File: config.mk
export PLATFORM = sky130hd
export DESIGN_NAME = imu_complementary_tilt_filter_core
export DESIGN_NICKNAME = d
export VERILOG_FILES = /design/src/hw/rtl/tilt_pkg.sv /design/src/hw/rtl/tilt_cordic.sv /design/src/hw/rtl/tilt_ctrl.sv /design/src/hw/rtl/tilt_dpath.sv /design/src/hw/rtl/imu_complementary_tilt_filter_core.sv
export SDC_FILE = /design/constraint.sdc
export NUM_CORES = 2
export LEC_CHECK = 0
export BUFFER_PORTS_ARGS = -buffer_cell sky130_fd_sc_hd__buf_2
export CELL_PAD_IN_SITES_DETAIL_PLACEMENT = 1
export CELL_PAD_IN_SITES_GLOBAL_PLACEMENT = 1
export CORE_ASPECT_RATIO = 1.2
export CORE_UTILIZATION = 35
export CTS_CLUSTER_SIZE = 16
export DETAILED_ROUTE_END_ITERATION = 10
export GPL_TIMING_DRIVEN = 0
export HOLD_SLACK_MARGIN = 0.02
export PLACE_DENSITY_LB_ADDON = 0.1
export SYNTH_ARGS = -nofsm -noshare
export SYNTH_HDL_FRONTEND = slang
export SYNTH_SLANG_ARGS = --single-unit
File: constraint.sdc
create_clock -name aclk -period 24.6 [get_ports aclk]
set_clock_uncertainty 0.1 [all_clocks]
set_input_delay 2.46 -clock aclk [delete_from_list [all_inputs] [get_ports aclk]]
set_output_delay 2.46 -clock aclk [all_outputs]
set_load 0.05 [all_outputs]
File: src/hw/rtl/tilt_pkg.sv
// ----------------------------------------------------------------------------
// tilt_pkg
// Shared widths, register indexes, command types and the micro-op table for
// the complementary tilt filter.
// ----------------------------------------------------------------------------
package tilt_pkg;

    localparam int IN_W       = 16;
    localparam int ANG_W      = 18;
    localparam int RATE_W     = 17;
    localparam int STEP_W     = 16;
    localparam int WGT_W      = 17;
    localparam int CFG_IDX_W  = 1;
    localparam int CFG_DATA_W = 17;

    localparam logic [CFG_IDX_W-1:0] REG_STEP_TIME   = 1'b0;
    localparam logic [CFG_IDX_W-1:0] REG_GYRO_WEIGHT = 1'b1;

    localparam logic [STEP_W-1:0] STEP_TIME_RST   = 16'd328;
    localparam logic [WGT_W-1:0]  GYRO_WEIGHT_RST = 17'd64225;
    localparam logic [WGT_W-1:0]  WEIGHT_ONE      = 17'd65536;

    localparam logic signed [ANG_W-1:0] ANGLE_LIMIT = 18'sd92160;

    // CORDIC x/y datapath: 17-bit operands scaled by 256, plus gain headroom
    localparam int CW = 27;

    // Shared multiplier and accumulator
    localparam int MUL_W  = 25;
    localparam int PROD_W = 2 * MUL_W;
    localparam int ACC_W  = 52;
    localparam int P_W    = 33;

    // Rate scaling: n = |raw|*256 + 65, q = n / 131 by reciprocal
    localparam int               N_W         = IN_W + 9;
    localparam logic [23:0]      RECIP_131   = 24'd16393004;   // floor(2^31 / 131)
    localparam int               RECIP_SHIFT = 31;
    localparam logic [7:0]       DIV_131     = 8'd131;
    localparam logic [7:0]       RATE_RND    = 8'd65;

    localparam int               SEQ_W    = 5;
    localparam logic [SEQ_W-1:0] SEQ_LAST = 5'd16;

    typedef enum logic [3:0] {
        MUL_NONE,
        MUL_NX_RECIP,
        MUL_NY_RECIP,
        MUL_Q_131,
        MUL_GX_ST,
        MUL_GY_ST,
        MUL_W_PLO_P,
        MUL_W_PHI_P,
        MUL_W_SP,
        MUL_WA_AP,
        MUL_W_PLO_R,
        MUL_W_PHI_R,
        MUL_W_SR,
        MUL_WA_AR
    } mul_op_t;

    typedef enum logic [1:0] {
        ACC_HOLD,
        ACC_START,
        ACC_ADD16
    } acc_op_t;

    typedef enum logic [2:0] {
        ACT_NONE,
        ACT_QEST,
        ACT_GX,
        ACT_GY,
        ACT_PX,
        ACT_PY,
        ACT_PITCH,
        ACT_EMIT
    } act_t;

    typedef struct packed {
        mul_op_t mul;
        acc_op_t acc;
        act_t    act;
        logic    wait_cordic;
        logic    wait_out;
    } uop_t;

    typedef struct packed {
        logic    start;
        mul_op_t mul;
        acc_op_t acc;
        act_t    act;
    } tilt_cmd_t;

    typedef struct packed {
        logic cordic_done;
        logic out_free;
    } tilt_status_t;

    // atan(2^-i) in 2^-16 degree
    function automatic logic [31:0] atan_deg16(input int idx);
        logic [31:0] t;
        case (idx)
            0:       t = 32'd2949120;
            1:       t = 32'd1740967;
            2:       t = 32'd919879;
            3:       t = 32'd466945;
            4:       t = 32'd234379;
            5:       t = 32'd117304;
            6:       t = 32'd58666;
            7:       t = 32'd29335;
            8:       t = 32'd14668;
            9:       t = 32'd7334;
            10:      t = 32'd3667;
            11:      t = 32'd1833;
            12:      t = 32'd917;
            13:      t = 32'd458;
            14:      t = 32'd229;
            15:      t = 32'd115;
            16:      t = 32'd57;
            17:      t = 32'd29;
            18:      t = 32'd14;
            19:      t = 32'd7;
            20:      t = 32'd4;
            21:      t = 32'd2;
            22:      t = 32'd1;
            default: t = 32'd0;
        endcase
        return t;
    endfunction

    // Stage angle rounded to 2^-frac degree
    function automatic logic [31:0] stage_angle(input int idx, input int frac);
        logic [31:0] t;
        int          sh;
        t  = atan_deg16(idx);
        sh = 16 - frac;
        if (sh > 0) begin
            t = (t + (32'd1 << (sh - 1))) >> sh;
        end
        return t;
    endfunction

    // Micro-op sequence: rate scaling, gyro increments, then both blends.
    // The multiplier result lands one step later, where the next op uses it.
    function automatic uop_t uop_at(input logic [SEQ_W-1:0] step);
        uop_t u;
        u = '{mul: MUL_NONE, acc: ACC_HOLD, act: ACT_NONE,
              wait_cordic: 1'b0, wait_out: 1'b0};
        unique case (step)
            5'd0:  u.mul = MUL_NX_RECIP;
            5'd1:  begin u.mul = MUL_Q_131;    u.act = ACT_QEST; end
            5'd2:  begin u.mul = MUL_NY_RECIP; u.act = ACT_GX;   end
            5'd3:  begin u.mul = MUL_Q_131;    u.act = ACT_QEST; end
            5'd4:  begin u.mul = MUL_GX_ST;    u.act = ACT_GY;   end
            5'd5:  begin u.mul = MUL_GY_ST;    u.act = ACT_PX;   end
            5'd6:  begin u.act = ACT_PY;       u.wait_cordic = 1'b1; end
            5'd7:  u.mul = MUL_W_PLO_P;
            5'd8:  begin u.mul = MUL_W_PHI_P;  u.acc = ACC_START; end
            5'd9:  begin u.mul = MUL_W_SP;     u.acc = ACC_ADD16; end
            5'd10: begin u.mul = MUL_WA_AP;    u.acc = ACC_ADD16; end
            5'd11: begin u.mul = MUL_W_PLO_R;  u.acc = ACC_ADD16; end
            5'd12: begin
                u.mul = MUL_W_PHI_R;
                u.acc = ACC_START;
                u.act = ACT_PITCH;
            end
            5'd13: begin u.mul = MUL_W_SR;     u.acc = ACC_ADD16; end
            5'd14: begin u.mul = MUL_WA_AR;    u.acc = ACC_ADD16; end
            5'd15: u.acc = ACC_ADD16;
            5'd16: begin u.act = ACT_EMIT;     u.wait_out = 1'b1; end
            default: ;
        endcase
        return u;
    endfunction

endpackage

File: src/hw/rtl/tilt_cordic.sv
// ----------------------------------------------------------------------------
// tilt_cordic
// Iterative vectoring CORDIC, one stage per cycle: atan2(y, x) in 1/256 deg.
// ----------------------------------------------------------------------------
module tilt_cordic
    import tilt_pkg::*;
#(
    parameter int STAGES    = 16,
    parameter int FRAC_BITS = 8
) (
    input  logic                    aclk,
    input  logic                    aresetn,
    input  logic                    start,
    input  logic signed [IN_W:0]    y_in,
    input  logic signed [IN_W:0]    x_in,
    output logic                    done,
    output logic signed [ANG_W-1:0] angle
);

    localparam int ZW    = FRAC_BITS + 10;
    localparam int CNT_W = $clog2(STAGES);
    localparam logic [CNT_W-1:0]     CNT_LAST = CNT_W'(STAGES - 1);
    localparam logic signed [ZW-1:0] Z_HALF   = ZW'(180 << FRAC_BITS);

    logic                    busy_reg, busy_next;
    logic [CNT_W-1:0]        cnt_reg, cnt_next;
    logic signed [CW-1:0]    x_reg, x_next;
    logic signed [CW-1:0]    y_reg, y_next;
    logic signed [ZW-1:0]    z_reg, z_next;
    logic signed [IN_W:0]    x_pre, y_pre;
    logic signed [ZW-1:0]    z_pre;
    logic signed [CW-1:0]    x_sh, y_sh;
    logic signed [ZW-1:0]    z_step;

    // Fold the left half-plane over by 180 degrees
    always_comb begin
        if (x_in[IN_W]) begin
            x_pre = -x_in;
            y_pre = -y_in;
            z_pre = y_in[IN_W] ? -Z_HALF : Z_HALF;
        end else begin
            x_pre = x_in;
            y_pre = y_in;
            z_pre = '0;
        end
    end

    assign x_sh   = x_reg >>> cnt_reg;
    assign y_sh   = y_reg >>> cnt_reg;
    assign z_step = ZW'(stage_angle(int'(cnt_reg), FRAC_BITS));

    always_comb begin
        busy_next = busy_reg;
        cnt_next  = cnt_reg;
        x_next    = x_reg;
        y_next    = y_reg;
        z_next    = z_reg;
        if (start) begin
            busy_next = 1'b1;
            cnt_next  = '0;
            x_next    = CW'(x_pre) <<< 8;
            y_next    = CW'(y_pre) <<< 8;
            z_next    = z_pre;
        end else if (busy_reg) begin
            // a zero residual leaves the vector where it is
            if (!y_reg[CW-1] && (y_reg != '0)) begin
                x_next = x_reg + y_sh;
                y_next = y_reg - x_sh;
                z_next = z_reg + z_step;
            end else if (y_reg[CW-1]) begin
                x_next = x_reg - y_sh;
                y_next = y_reg + x_sh;
                z_next = z_reg - z_step;
            end
            if (cnt_reg == CNT_LAST) begin
                busy_next = 1'b0;
            end else begin
                cnt_next = cnt_reg + 1'b1;
            end
        end
    end

    always_ff @(posedge aclk) begin
        if (!aresetn) begin
            busy_reg <= 1'b0;
            cnt_reg  <= '0;
        end else begin
            busy_reg <= busy_next;
            cnt_reg  <= cnt_next;
        end
    end

    always_ff @(posedge aclk) begin
        x_reg <= x_next;
        y_reg <= y_next;
        z_reg <= z_next;
    end

    assign done = !busy_reg;

    // Bring the accumulator to 1/256 degree, rounding when it holds more fraction bits
    generate
        if (FRAC_BITS > 8) begin : g_round
            localparam int SH = FRAC_BITS - 8;
            logic signed [ZW-1:0] z_rnd;
            assign z_rnd = z_reg + ZW'(1 << (SH - 1));
            assign angle = ANG_W'(z_rnd >>> SH);
        end else if (FRAC_BITS == 8) begin : g_same
            assign angle = ANG_W'(z_reg);
        end else begin : g_scale
            assign angle = ANG_W'(z_reg) <<< (8 - FRAC_BITS);
        end
    endgenerate

endmodule

File: src/hw/rtl/tilt_ctrl.sv
// ----------------------------------------------------------------------------
// tilt_ctrl
// Sequencer: accepts a sample, then steps the datapath through the micro-op
// table, holding on CORDIC completion and on a full output register.
// ----------------------------------------------------------------------------
module tilt_ctrl
    import tilt_pkg::*;
(
    input  logic         aclk,
    input  logic         aresetn,
    input  logic         s_valid,
    output logic         s_ready,
    input  tilt_status_t status,
    output tilt_cmd_t    cmd
);

    localparam logic ST_IDLE = 1'b0;
    localparam logic ST_RUN  = 1'b1;

    logic             state_reg, state_next;
    logic [SEQ_W-1:0] step_reg, step_next;
    uop_t             uop;
    logic             stall;

    assign uop     = uop_at(step_reg);
    assign stall   = (uop.wait_cordic && !status.cordic_done) ||
                     (uop.wait_out && !status.out_free);
    assign s_ready = (state_reg == ST_IDLE);

    always_comb begin
        state_next = state_reg;
        step_next  = step_reg;
        cmd.start  = 1'b0;
        cmd.mul    = MUL_NONE;
        cmd.acc    = ACC_HOLD;
        cmd.act    = ACT_NONE;
        unique case (state_reg)
            ST_IDLE: begin
                if (s_valid) begin
                    cmd.start  = 1'b1;
                    step_next  = '0;
                    state_next = ST_RUN;
                end
            end
            ST_RUN: begin
                // hold the step while its wait condition is open
                if (!stall) begin
                    cmd.mul = uop.mul;
                    cmd.acc = uop.acc;
                    cmd.act = uop.act;
                    if (step_reg == SEQ_LAST) begin
                        state_next = ST_IDLE;
                    end else begin
                        step_next = step_reg + 1'b1;
                    end
                end
            end
            default: state_next = ST_IDLE;
        endcase
    end

    always_ff @(posedge aclk) begin
        if (!aresetn) begin
            state_reg <= ST_IDLE;
            step_reg  <= '0;
        end else begin
            state_reg <= state_next;
            step_reg  <= step_next;
        end
    end

endmodule

File: src/hw/rtl/tilt_dpath.sv
// ----------------------------------------------------------------------------
// tilt_dpath
// Sample and config registers, two CORDIC lanes, the shared multiplier with
// its accumulator, rate scaling, blend saturation and the output register.
// ----------------------------------------------------------------------------
module tilt_dpath
    import tilt_pkg::*;
#(
    parameter int CORDIC_STAGES   = 16,
    parameter int ANGLE_FRAC_BITS = 8
) (
    input  logic                     aclk,
    input  logic                     aresetn,
    input  logic signed [IN_W-1:0]   s_accel_x,
    input  logic signed [IN_W-1:0]   s_accel_y,
    input  logic signed [IN_W-1:0]   s_accel_z,
    input  logic signed [IN_W-1:0]   s_rate_x,
    input  logic signed [IN_W-1:0]   s_rate_y,
    input  logic                     cfg_wr_en,
    input  logic [CFG_IDX_W-1:0]     cfg_wr_index,
    input  logic [CFG_DATA_W-1:0]    cfg_wr_data,
    input  tilt_cmd_t                cmd,
    output tilt_status_t             status,
    output logic                     m_valid,
    input  logic                     m_ready,
    output logic signed [ANG_W-1:0]  m_pitch_angle,
    output logic signed [ANG_W-1:0]  m_roll_angle,
    output logic signed [RATE_W-1:0] m_pitch_rate,
    output logic signed [RATE_W-1:0] m_roll_rate
);

    localparam int BL_W = ACC_W - 32;
    localparam logic signed [BL_W-1:0]  BL_LIMIT  = BL_W'(ANGLE_LIMIT);
    localparam logic signed [ACC_W-1:0] ACC_ROUND = {{(ACC_W-32){1'b0}}, 1'b1, 31'd0};

    logic [STEP_W-1:0]        step_time_reg;
    logic [WGT_W-1:0]         gyro_weight_reg;
    logic signed [IN_W-1:0]   rx_reg, ry_reg;
    logic [RATE_W-1:0]        qest_reg;
    logic signed [RATE_W-1:0] gx_reg, gy_reg;
    logic signed [P_W-1:0]    px_reg, py_reg;
    logic signed [PROD_W-1:0] prod_reg;
    logic signed [ACC_W-1:0]  acc_reg;
    logic signed [ANG_W-1:0]  pitch_store_reg, roll_store_reg;
    logic                     m_valid_reg;
    logic signed [ANG_W-1:0]  m_pitch_angle_reg, m_roll_angle_reg;
    logic signed [RATE_W-1:0] m_pitch_rate_reg, m_roll_rate_reg;

    logic signed [IN_W:0]     lane_p_y, lane_p_x, lane_r_y;
    logic signed [ANG_W-1:0]  ang_p, ang_r;
    logic                     done_p, done_r;

    logic [IN_W:0]            abs_x, abs_y;
    logic [N_W-1:0]           n_x, n_y, n_sel, rem;
    logic                     raw_neg;
    logic [RATE_W-1:0]        q_fix;
    logic signed [RATE_W-1:0] rate_val;

    logic [WGT_W-1:0]         w_clamp, wa_clamp;
    logic signed [MUL_W-1:0]  w_op, wa_op, op_a, op_b;

    logic signed [ACC_W-1:0]  prod_ext, prod_sh16;
    logic signed [BL_W-1:0]   blend_raw;
    logic signed [ANG_W-1:0]  blend_q;
    logic                     out_free;

    // ---------------- CORDIC lanes ----------------
    assign lane_p_y = (IN_W+1)'(s_accel_y);
    assign lane_p_x = (IN_W+1)'(s_accel_z);
    assign lane_r_y = -((IN_W+1)'(s_accel_x));

    tilt_cordic #(
        .STAGES    (CORDIC_STAGES),
        .FRAC_BITS (ANGLE_FRAC_BITS)
    ) u_cordic_pitch (
        .aclk    (aclk),
        .aresetn (aresetn),
        .start   (cmd.start),
        .y_in    (lane_p_y),
        .x_in    (lane_p_x),
        .done    (done_p),
        .angle   (ang_p)
    );

    tilt_cordic #(
        .STAGES    (CORDIC_STAGES),
        .FRAC_BITS (ANGLE_FRAC_BITS)
    ) u_cordic_roll (
        .aclk    (aclk),
        .aresetn (aresetn),
        .start   (cmd.start),
        .y_in    (lane_r_y),
        .x_in    (lane_p_x),
        .done    (done_r),
        .angle   (ang_r)
    );

    // ---------------- rate scaling ----------------
    assign abs_x = rx_reg[IN_W-1] ? -((IN_W+1)'(rx_reg)) : (IN_W+1)'(rx_reg);
    assign abs_y = ry_reg[IN_W-1] ? -((IN_W+1)'(ry_reg)) : (IN_W+1)'(ry_reg);
    assign n_x   = N_W'({abs_x, 8'd0}) + N_W'(RATE_RND);
    assign n_y   = N_W'({abs_y, 8'd0}) + N_W'(RATE_RND);

    // Reciprocal estimate is low by at most one: fix with one compare
    assign raw_neg  = (cmd.act == ACT_GX) ? rx_reg[IN_W-1] : ry_reg[IN_W-1];
    assign n_sel    = (cmd.act == ACT_GX) ? n_x : n_y;
    assign rem      = n_sel - prod_reg[N_W-1:0];
    assign q_fix    = qest_reg + RATE_W'(rem >= N_W'(DIV_131));
    assign rate_val = raw_neg ? -$signed(q_fix) : $signed(q_fix);

    // ---------------- shared multiplier ----------------
    assign w_clamp  = (gyro_weight_reg > WEIGHT_ONE) ? WEIGHT_ONE : gyro_weight_reg;
    assign wa_clamp = WEIGHT_ONE - w_clamp;
    assign w_op     = $signed(MUL_W'(w_clamp));
    assign wa_op    = $signed(MUL_W'(wa_clamp));

    always_comb begin
        op_a = '0;
        op_b = '0;
        unique case (cmd.mul)
            MUL_NX_RECIP: begin
                op_a = $signed(n_x);
                op_b = $signed(MUL_W'(RECIP_131));
            end
            MUL_NY_RECIP: begin
                op_a = $signed(n_y);
                op_b = $signed(MUL_W'(RECIP_131));
            end
            MUL_Q_131: begin
                op_a = $signed(MUL_W'(prod_reg[RECIP_SHIFT +: RATE_W]));
                op_b = $signed(MUL_W'(DIV_131));
            end
            MUL_GX_ST: begin
                op_a = MUL_W'(gx_reg);
                op_b = $signed(MUL_W'(step_time_reg));
            end
            MUL_GY_ST: begin
                op_a = MUL_W'(gy_reg);
                op_b = $signed(MUL_W'(step_time_reg));
            end
            MUL_W_PLO_P: begin
                op_a = w_op;
                op_b = $signed(MUL_W'(px_reg[15:0]));
            end
            MUL_W_PHI_P: begin
                op_a = w_op;
                op_b = MUL_W'(px_reg >>> 16);
            end
            MUL_W_SP: begin
                op_a = w_op;
                op_b = MUL_W'(pitch_store_reg);
            end
            MUL_WA_AP: begin
                op_a = wa_op;
                op_b = MUL_W'(ang_p);
            end
            MUL_W_PLO_R: begin
                op_a = w_op;
                op_b = $signed(MUL_W'(py_reg[15:0]));
            end
            MUL_W_PHI_R: begin
                op_a = w_op;
                op_b = MUL_W'(py_reg >>> 16);
            end
            MUL_W_SR: begin
                op_a = w_op;
                op_b = MUL_W'(roll_store_reg);
            end
            MUL_WA_AR: begin
                op_a = wa_op;
                op_b = MUL_W'(ang_r);
            end
            default: ;
        endcase
    end

    // ---------------- accumulate and saturate ----------------
    assign prod_ext  = ACC_W'(prod_reg);
    assign prod_sh16 = $signed({prod_reg[ACC_W-17:0], 16'd0});
    assign blend_raw = $signed(acc_reg[ACC_W-1:32]);

    always_comb begin
        if (blend_raw > BL_LIMIT) begin
            blend_q = ANGLE_LIMIT;
        end else if (blend_raw < -BL_LIMIT) begin
            blend_q = -ANGLE_LIMIT;
        end else begin
            blend_q = ANG_W'(blend_raw);
        end
    end

    assign out_free = !m_valid_reg || m_ready;

    assign status.cordic_done = done_p && done_r;
    assign status.out_free    = out_free;

    // ---------------- control and state registers ----------------
    always_ff @(posedge aclk) begin
        if (!aresetn) begin
            step_time_reg   <= STEP_TIME_RST;
            gyro_weight_reg <= GYRO_WEIGHT_RST;
            pitch_store_reg <= '0;
            roll_store_reg  <= '0;
            m_valid_reg     <= 1'b0;
        end else begin
            if (cfg_wr_en) begin
                unique case (cfg_wr_index)
                    REG_STEP_TIME:   step_time_reg   <= cfg_wr_data[STEP_W-1:0];
                    REG_GYRO_WEIGHT: gyro_weight_reg <= cfg_wr_data;
                    default: ;
                endcase
            end
            if (m_ready) begin
                m_valid_reg <= 1'b0;
            end
            if (cmd.act == ACT_PITCH) begin
                pitch_store_reg <= blend_q;
            end
            if (cmd.act == ACT_EMIT) begin
                roll_store_reg <= blend_q;
                m_valid_reg    <= 1'b1;
            end
        end
    end

    // ---------------- payload registers ----------------
    always_ff @(posedge aclk) begin
        if (cmd.start) begin
            rx_reg <= s_rate_x;
            ry_reg <= s_rate_y;
        end
        if (cmd.mul != MUL_NONE) begin
            prod_reg <= PROD_W'(op_a) * PROD_W'(op_b);
        end
        case (cmd.acc)
            ACC_START: acc_reg <= ACC_ROUND + prod_ext;
            ACC_ADD16: acc_reg <= acc_reg + prod_sh16;
            default:   ;
        endcase
        case (cmd.act)
            ACT_QEST: qest_reg <= prod_reg[RECIP_SHIFT +: RATE_W];
            ACT_GX:   gx_reg   <= rate_val;
            ACT_GY:   gy_reg   <= rate_val;
            ACT_PX:   px_reg   <= P_W'(prod_reg);
            ACT_PY:   py_reg   <= P_W'(prod_reg);
            ACT_EMIT: begin
                m_pitch_angle_reg <= pitch_store_reg;
                m_roll_angle_reg  <= blend_q;
                m_pitch_rate_reg  <= gx_reg;
                m_roll_rate_reg   <= gy_reg;
            end
            default: ;
        endcase
    end

    assign m_valid       = m_valid_reg;
    assign m_pitch_angle = m_pitch_angle_reg;
    assign m_roll_angle  = m_roll_angle_reg;
    assign m_pitch_rate  = m_pitch_rate_reg;
    assign m_roll_rate   = m_roll_rate_reg;

endmodule

File: src/hw/rtl/imu_complementary_tilt_filter_core.sv
// ----------------------------------------------------------------------------
// imu_complementary_tilt_filter_core
// Complementary pitch/roll filter over raw accelerometer and gyro samples.
// ----------------------------------------------------------------------------
// Each accepted sample yields one result: the accelerometer tilt angles from
// two parallel CORDIC lanes (atan2(ay, az) and atan2(-ax, az)), the gyro rates
// scaled to 1/256 deg/s, and the kept pitch and roll blended with weight
// gyro_weight and saturated at +-360 degrees. The block works on one sample
// at a time: the CORDIC lanes iterate one stage per cycle and the rate
// scaling runs alongside them on a single shared 25x25 multiplier, after
// which ten more sequencer steps form both blends. The next sample is
// accepted while a finished result still waits in the output register.
// Configuration writes take effect at once and belong between samples.
module imu_complementary_tilt_filter_core
    import tilt_pkg::*;
#(
    parameter int CORDIC_STAGES   = 16,
    parameter int ANGLE_FRAC_BITS = 8
) (
    input  logic                     aclk,
    input  logic                     aresetn,
    input  logic                     s_valid,
    output logic                     s_ready,
    input  logic signed [IN_W-1:0]   s_accel_x,
    input  logic signed [IN_W-1:0]   s_accel_y,
    input  logic signed [IN_W-1:0]   s_accel_z,
    input  logic signed [IN_W-1:0]   s_rate_x,
    input  logic signed [IN_W-1:0]   s_rate_y,
    output logic                     m_valid,
    input  logic                     m_ready,
    output logic signed [ANG_W-1:0]  m_pitch_angle,
    output logic signed [ANG_W-1:0]  m_roll_angle,
    output logic signed [RATE_W-1:0] m_pitch_rate,
    output logic signed [RATE_W-1:0] m_roll_rate,
    input  logic                     cfg_wr_en,
    input  logic [CFG_IDX_W-1:0]     cfg_wr_index,
    input  logic [CFG_DATA_W-1:0]    cfg_wr_data
);

    tilt_cmd_t    cmd;
    tilt_status_t status;

    tilt_ctrl u_ctrl (
        .aclk    (aclk),
        .aresetn (aresetn),
        .s_valid (s_valid),
        .s_ready (s_ready),
        .status  (status),
        .cmd     (cmd)
    );

    tilt_dpath #(
        .CORDIC_STAGES   (CORDIC_STAGES),
        .ANGLE_FRAC_BITS (ANGLE_FRAC_BITS)
    ) u_dpath (
        .aclk          (aclk),
        .aresetn       (aresetn),
        .s_accel_x     (s_accel_x),
        .s_accel_y     (s_accel_y),
        .s_accel_z     (s_accel_z),
        .s_rate_x      (s_rate_x),
        .s_rate_y      (s_rate_y),
        .cfg_wr_en     (cfg_wr_en),
        .cfg_wr_index  (cfg_wr_index),
        .cfg_wr_data   (cfg_wr_data),
        .cmd           (cmd),
        .status        (status),
        .m_valid       (m_valid),
        .m_ready       (m_ready),
        .m_pitch_angle (m_pitch_angle),
        .m_roll_angle  (m_roll_angle),
        .m_pitch_rate  (m_pitch_rate),
        .m_roll_rate   (m_roll_rate)
    );

endmodule
==> metrics.txt <==
worst path arrival time approximately 15 ns; vias in the first global route between 50,000 and 60,000; max incr delay on CP roughly 0.97 ns; Via Count about 56,000; Worst VDD drop about 120 uV; Fmax achieved roughly 68 MHz; Die Span X approximately 400 um; worst r2r path cells 35; Yosys reg bits about 570; sequential area share after synthesis around a quarter; # IOs 175; Reg2Reg Capture Point u_dpath.prod_reg[49]; post-CTS setup repair buffer count 0; hold_ws ~0.35 ns; Die H between 400 and 500 um; post-cts resize count 0; CP Class primary input to flip-flop; top_reg_cell synth edfxtp_1; total track usage ~28%; Post-synth EDFFs 417; Final Max Slew Viols 0; worst path required time ~25 ns; first-pass GRT wire length 391,400 um; Post-CTS Hold Buffers 0; Worst Slack Setup Final about 10 ns; Root Driver clkbuf_16; share of layout cells above drive strength 1 between 6 and 7%; max reg flops 50; setup tns final 0 ns; core area about 190,000 sq um; Mapped Avg Cell Area roughly 9.0 sq um; gr ovfl total 0; max cap viols 1; Hold Path Origin u_dpath.gy_reg[7]; Hold Crit Class flip-flop to flip-flop; area added between synthesis and finish 10.62%; # setup viols final 0; hold path depth 0; worst-path maximum fanout 10; status finished with violations; Endpoint, Worst Hold u_dpath.m_roll_rate[7]; gpl congestion 0.9521; worst reg2reg path startpoint u_ctrl.step_reg[0]; DR WL met2 between 100,000 and 150,000 um; library cells used by synthesis 95; fillers between 20,000 and 25,000; final worst-path cycle share approximately three fifths; final hold violation count 0; Initial Util 35.25%; DRT iter0 DRCs between 3,000 and 4,000; CP delay by family, top adder cells; # nets final roughly 9,000; CTS tree yes; top routing layer used met5; cells after synthesis about 7,300; Synth Warn # 0; crit start category primary input; WL/cell 26.25 um; met3 wire length 9183 um; DRC 0; H-Tree Depth 3; failing checks capacitance limit; slowest stage cell, crit path fa_1; worst-skew pair later-pin latency ~0.70 ns; Setup WS pre-CTS 9.222 ns; Mapped Area 66,070 sq um; CTS Buffer Depth 3; Final Critical Period 14.65 ns; Num CTS Buffers 73; # rows about 170; unrepaired setup endpoints after global routing false; WP buf/inv 10; Power Density between 70 and 80 nW/um^2; Reg clk slew, reported paths 0.06 ns; max_slew headroom less than 1%; flop-to-flop setup slack between 10 and 15 ns; largest net degree at the start of global routing 57; # port buffers between 150 and 200; wl on met1 about 110,000 um; CP most frequent cell fa_1; clock sink count 565; DRT Wirelength about 270,000 um; drt pass-1 iters 8; DP HPWL about 220,000 um; die area 190,500 sq um; asr flop ratio synth 0%; Lkg Pwr approximately 31 nW; final antenna-violating net count 0; antenna violations before repair 7; Vias per Instance around 5.5; Setup crit end kind flip-flop; Worst-Margin Slew ~1.5 ns
-- metal layers --
metal	track usage, %	vias up
met4	13.00	4
met2	49.85	1289
met1	33.05	28586
met3	2.482	390
met5	0	-
li1	-	25635
-- cell type report --
class                      instances  area (sq um)  area share [%]
sequential                       565         15480           21.19
inverter                         961          3612           4.942
timing repair buffer             191          1164           1.592
multi-input combinational       5484         45930           62.84
antenna                            2         5.005        0.006848
buffer                           326          1249           1.708
clock buffer                      96          2058           2.816
clock inverter                    40         503.0          0.6882
tap                             2464          3083           4.218
-- stage by stage --
stage                     total power, mW  cell area, sq um  utilization, %  instances
final                               5.516             73090           38.99      10129
after global routing                5.877             73080           38.99      10127
after CTS                           5.556             73080           38.99      10127
after detailed placement            4.366             70520           37.62       9991
after global placement              4.319             70100           37.40       9970
after floorplan                     3.343             66160               -       7336
-- cells by family (layout without fill, tap and decap cells) --
group	Yosys count	after routing	synth area share (%)
compound gates	1537	1537	15.20
xor+xnor	439	439	5.820
fa+ha+maj	1081	1081	27.88
buf+inv	1287	1614	7.342
flops	565	565	23.44
mux	277	277	5.803
other cells	2	29	0.01137
simple gates	2123	2123	14.51
-- power breakdown --
group	internal (mW)	switching, mW
Sequential	1.19	0.211
Combinational	1.13	1.83
Clock	0.665	0.486
Total	2.99	2.53
-- worst reg2reg max path, delay by kind of cell (launching register included) --
family / cells / cell delay (ns)
adder cells (fa/ha/maj): 9 / 4.15
AND/OR/NAND/NOR: 8 / 3.03
buffers and inverters: 7 / 2.71
AO/OA/AOI/OAI: 9 / 2.65
multiplexers: 1 / 0.45
XOR/XNOR: 1 / 0.45
flip-flops: 1 / 0.36
-- worst max-delay path by stage --
stage / endpoint / cells after the start / slack, ns / start
after floorplan: u_dpath.prod_reg[41] / 33 / 13.08 / m_ready
after global placement: u_dpath.prod_reg[49] / 33 / 6.97 / m_ready
after detailed placement: u_dpath.prod_reg[49] / 33 / 9.22 / m_ready
after CTS: u_dpath.prod_reg[49] / 33 / 9.92 / m_ready
after global routing: u_dpath.prod_reg[49] / 33 / 9.52 / m_ready
final: u_dpath.prod_reg[49] / 33 / 9.95 / m_ready
-- synthesized netlist by cell type (20+ instances only) --
cell type,instances,area (sq um)
a211o_1,26,227.7
a211oi_1,65,488.0
a21boi_0,63,473.0
a21o_1,93,698.2
a21oi_1,362,1812
a222oi_1,26,260.3
a22oi_1,20,150.1
a31oi_1,65,406.6
and2_1,45,281.5
and3_1,53,331.6
buf_1,42,157.7
clkbuf_1,278,1044
dfxtp_1,148,2963
edfxtp_1,417,12520
fa_1,652,13050
ha_1,428,5355
inv_1,953,3577
mux2_1,21,236.5
mux2_2,44,495.5
mux2i_1,134,1341
mux4_2,77,1734
nand2_1,827,3104
nand2b_1,67,419.2
nand3_1,139,695.7
nand4_1,37,231.5
nor2_1,594,2230
nor2b_1,55,344.1
nor3_1,92,460.4
nor4_1,54,337.8
o211ai_1,42,315.3
o21a_1,53,397.9
o21ai_0,337,1687
o21bai_1,37,277.8
o22ai_1,58,362.9
o31ai_1,52,390.4
or2_2,33,206.5
or3_1,51,319.1
xnor2_1,268,2347
xor2_1,171,1498
-- cell usage in the layout (no fill, tap or decap), types with 77 or more instances in the layout --
| master | netlist | layout |
|---|---|---|
| edfxtp_1 | 417 | 417 |
| nand2_1 | 827 | 827 |
| a21oi_1 | 362 | 361 |
| buf_2 | 3 | 174 |
| xor2_1 | 171 | 171 |
| xnor2_1 | 268 | 268 |
| clkbuf_16 | 0 | 77 |
| nand3_1 | 139 | 139 |
| mux2i_1 | 134 | 134 |
| clkbuf_1 | 278 | 290 |
| ha_1 | 428 | 428 |
| dfxtp_1 | 148 | 148 |
| fa_1 | 652 | 652 |
| mux4_2 | 77 | 77 |
| o21ai_0 | 337 | 337 |
| inv_1 | 953 | 950 |
| nor3_1 | 92 | 91 |
| nor2_1 | 594 | 592 |
| a21o_1 | 93 | 93 |
(Power assumes the default switching activity.)
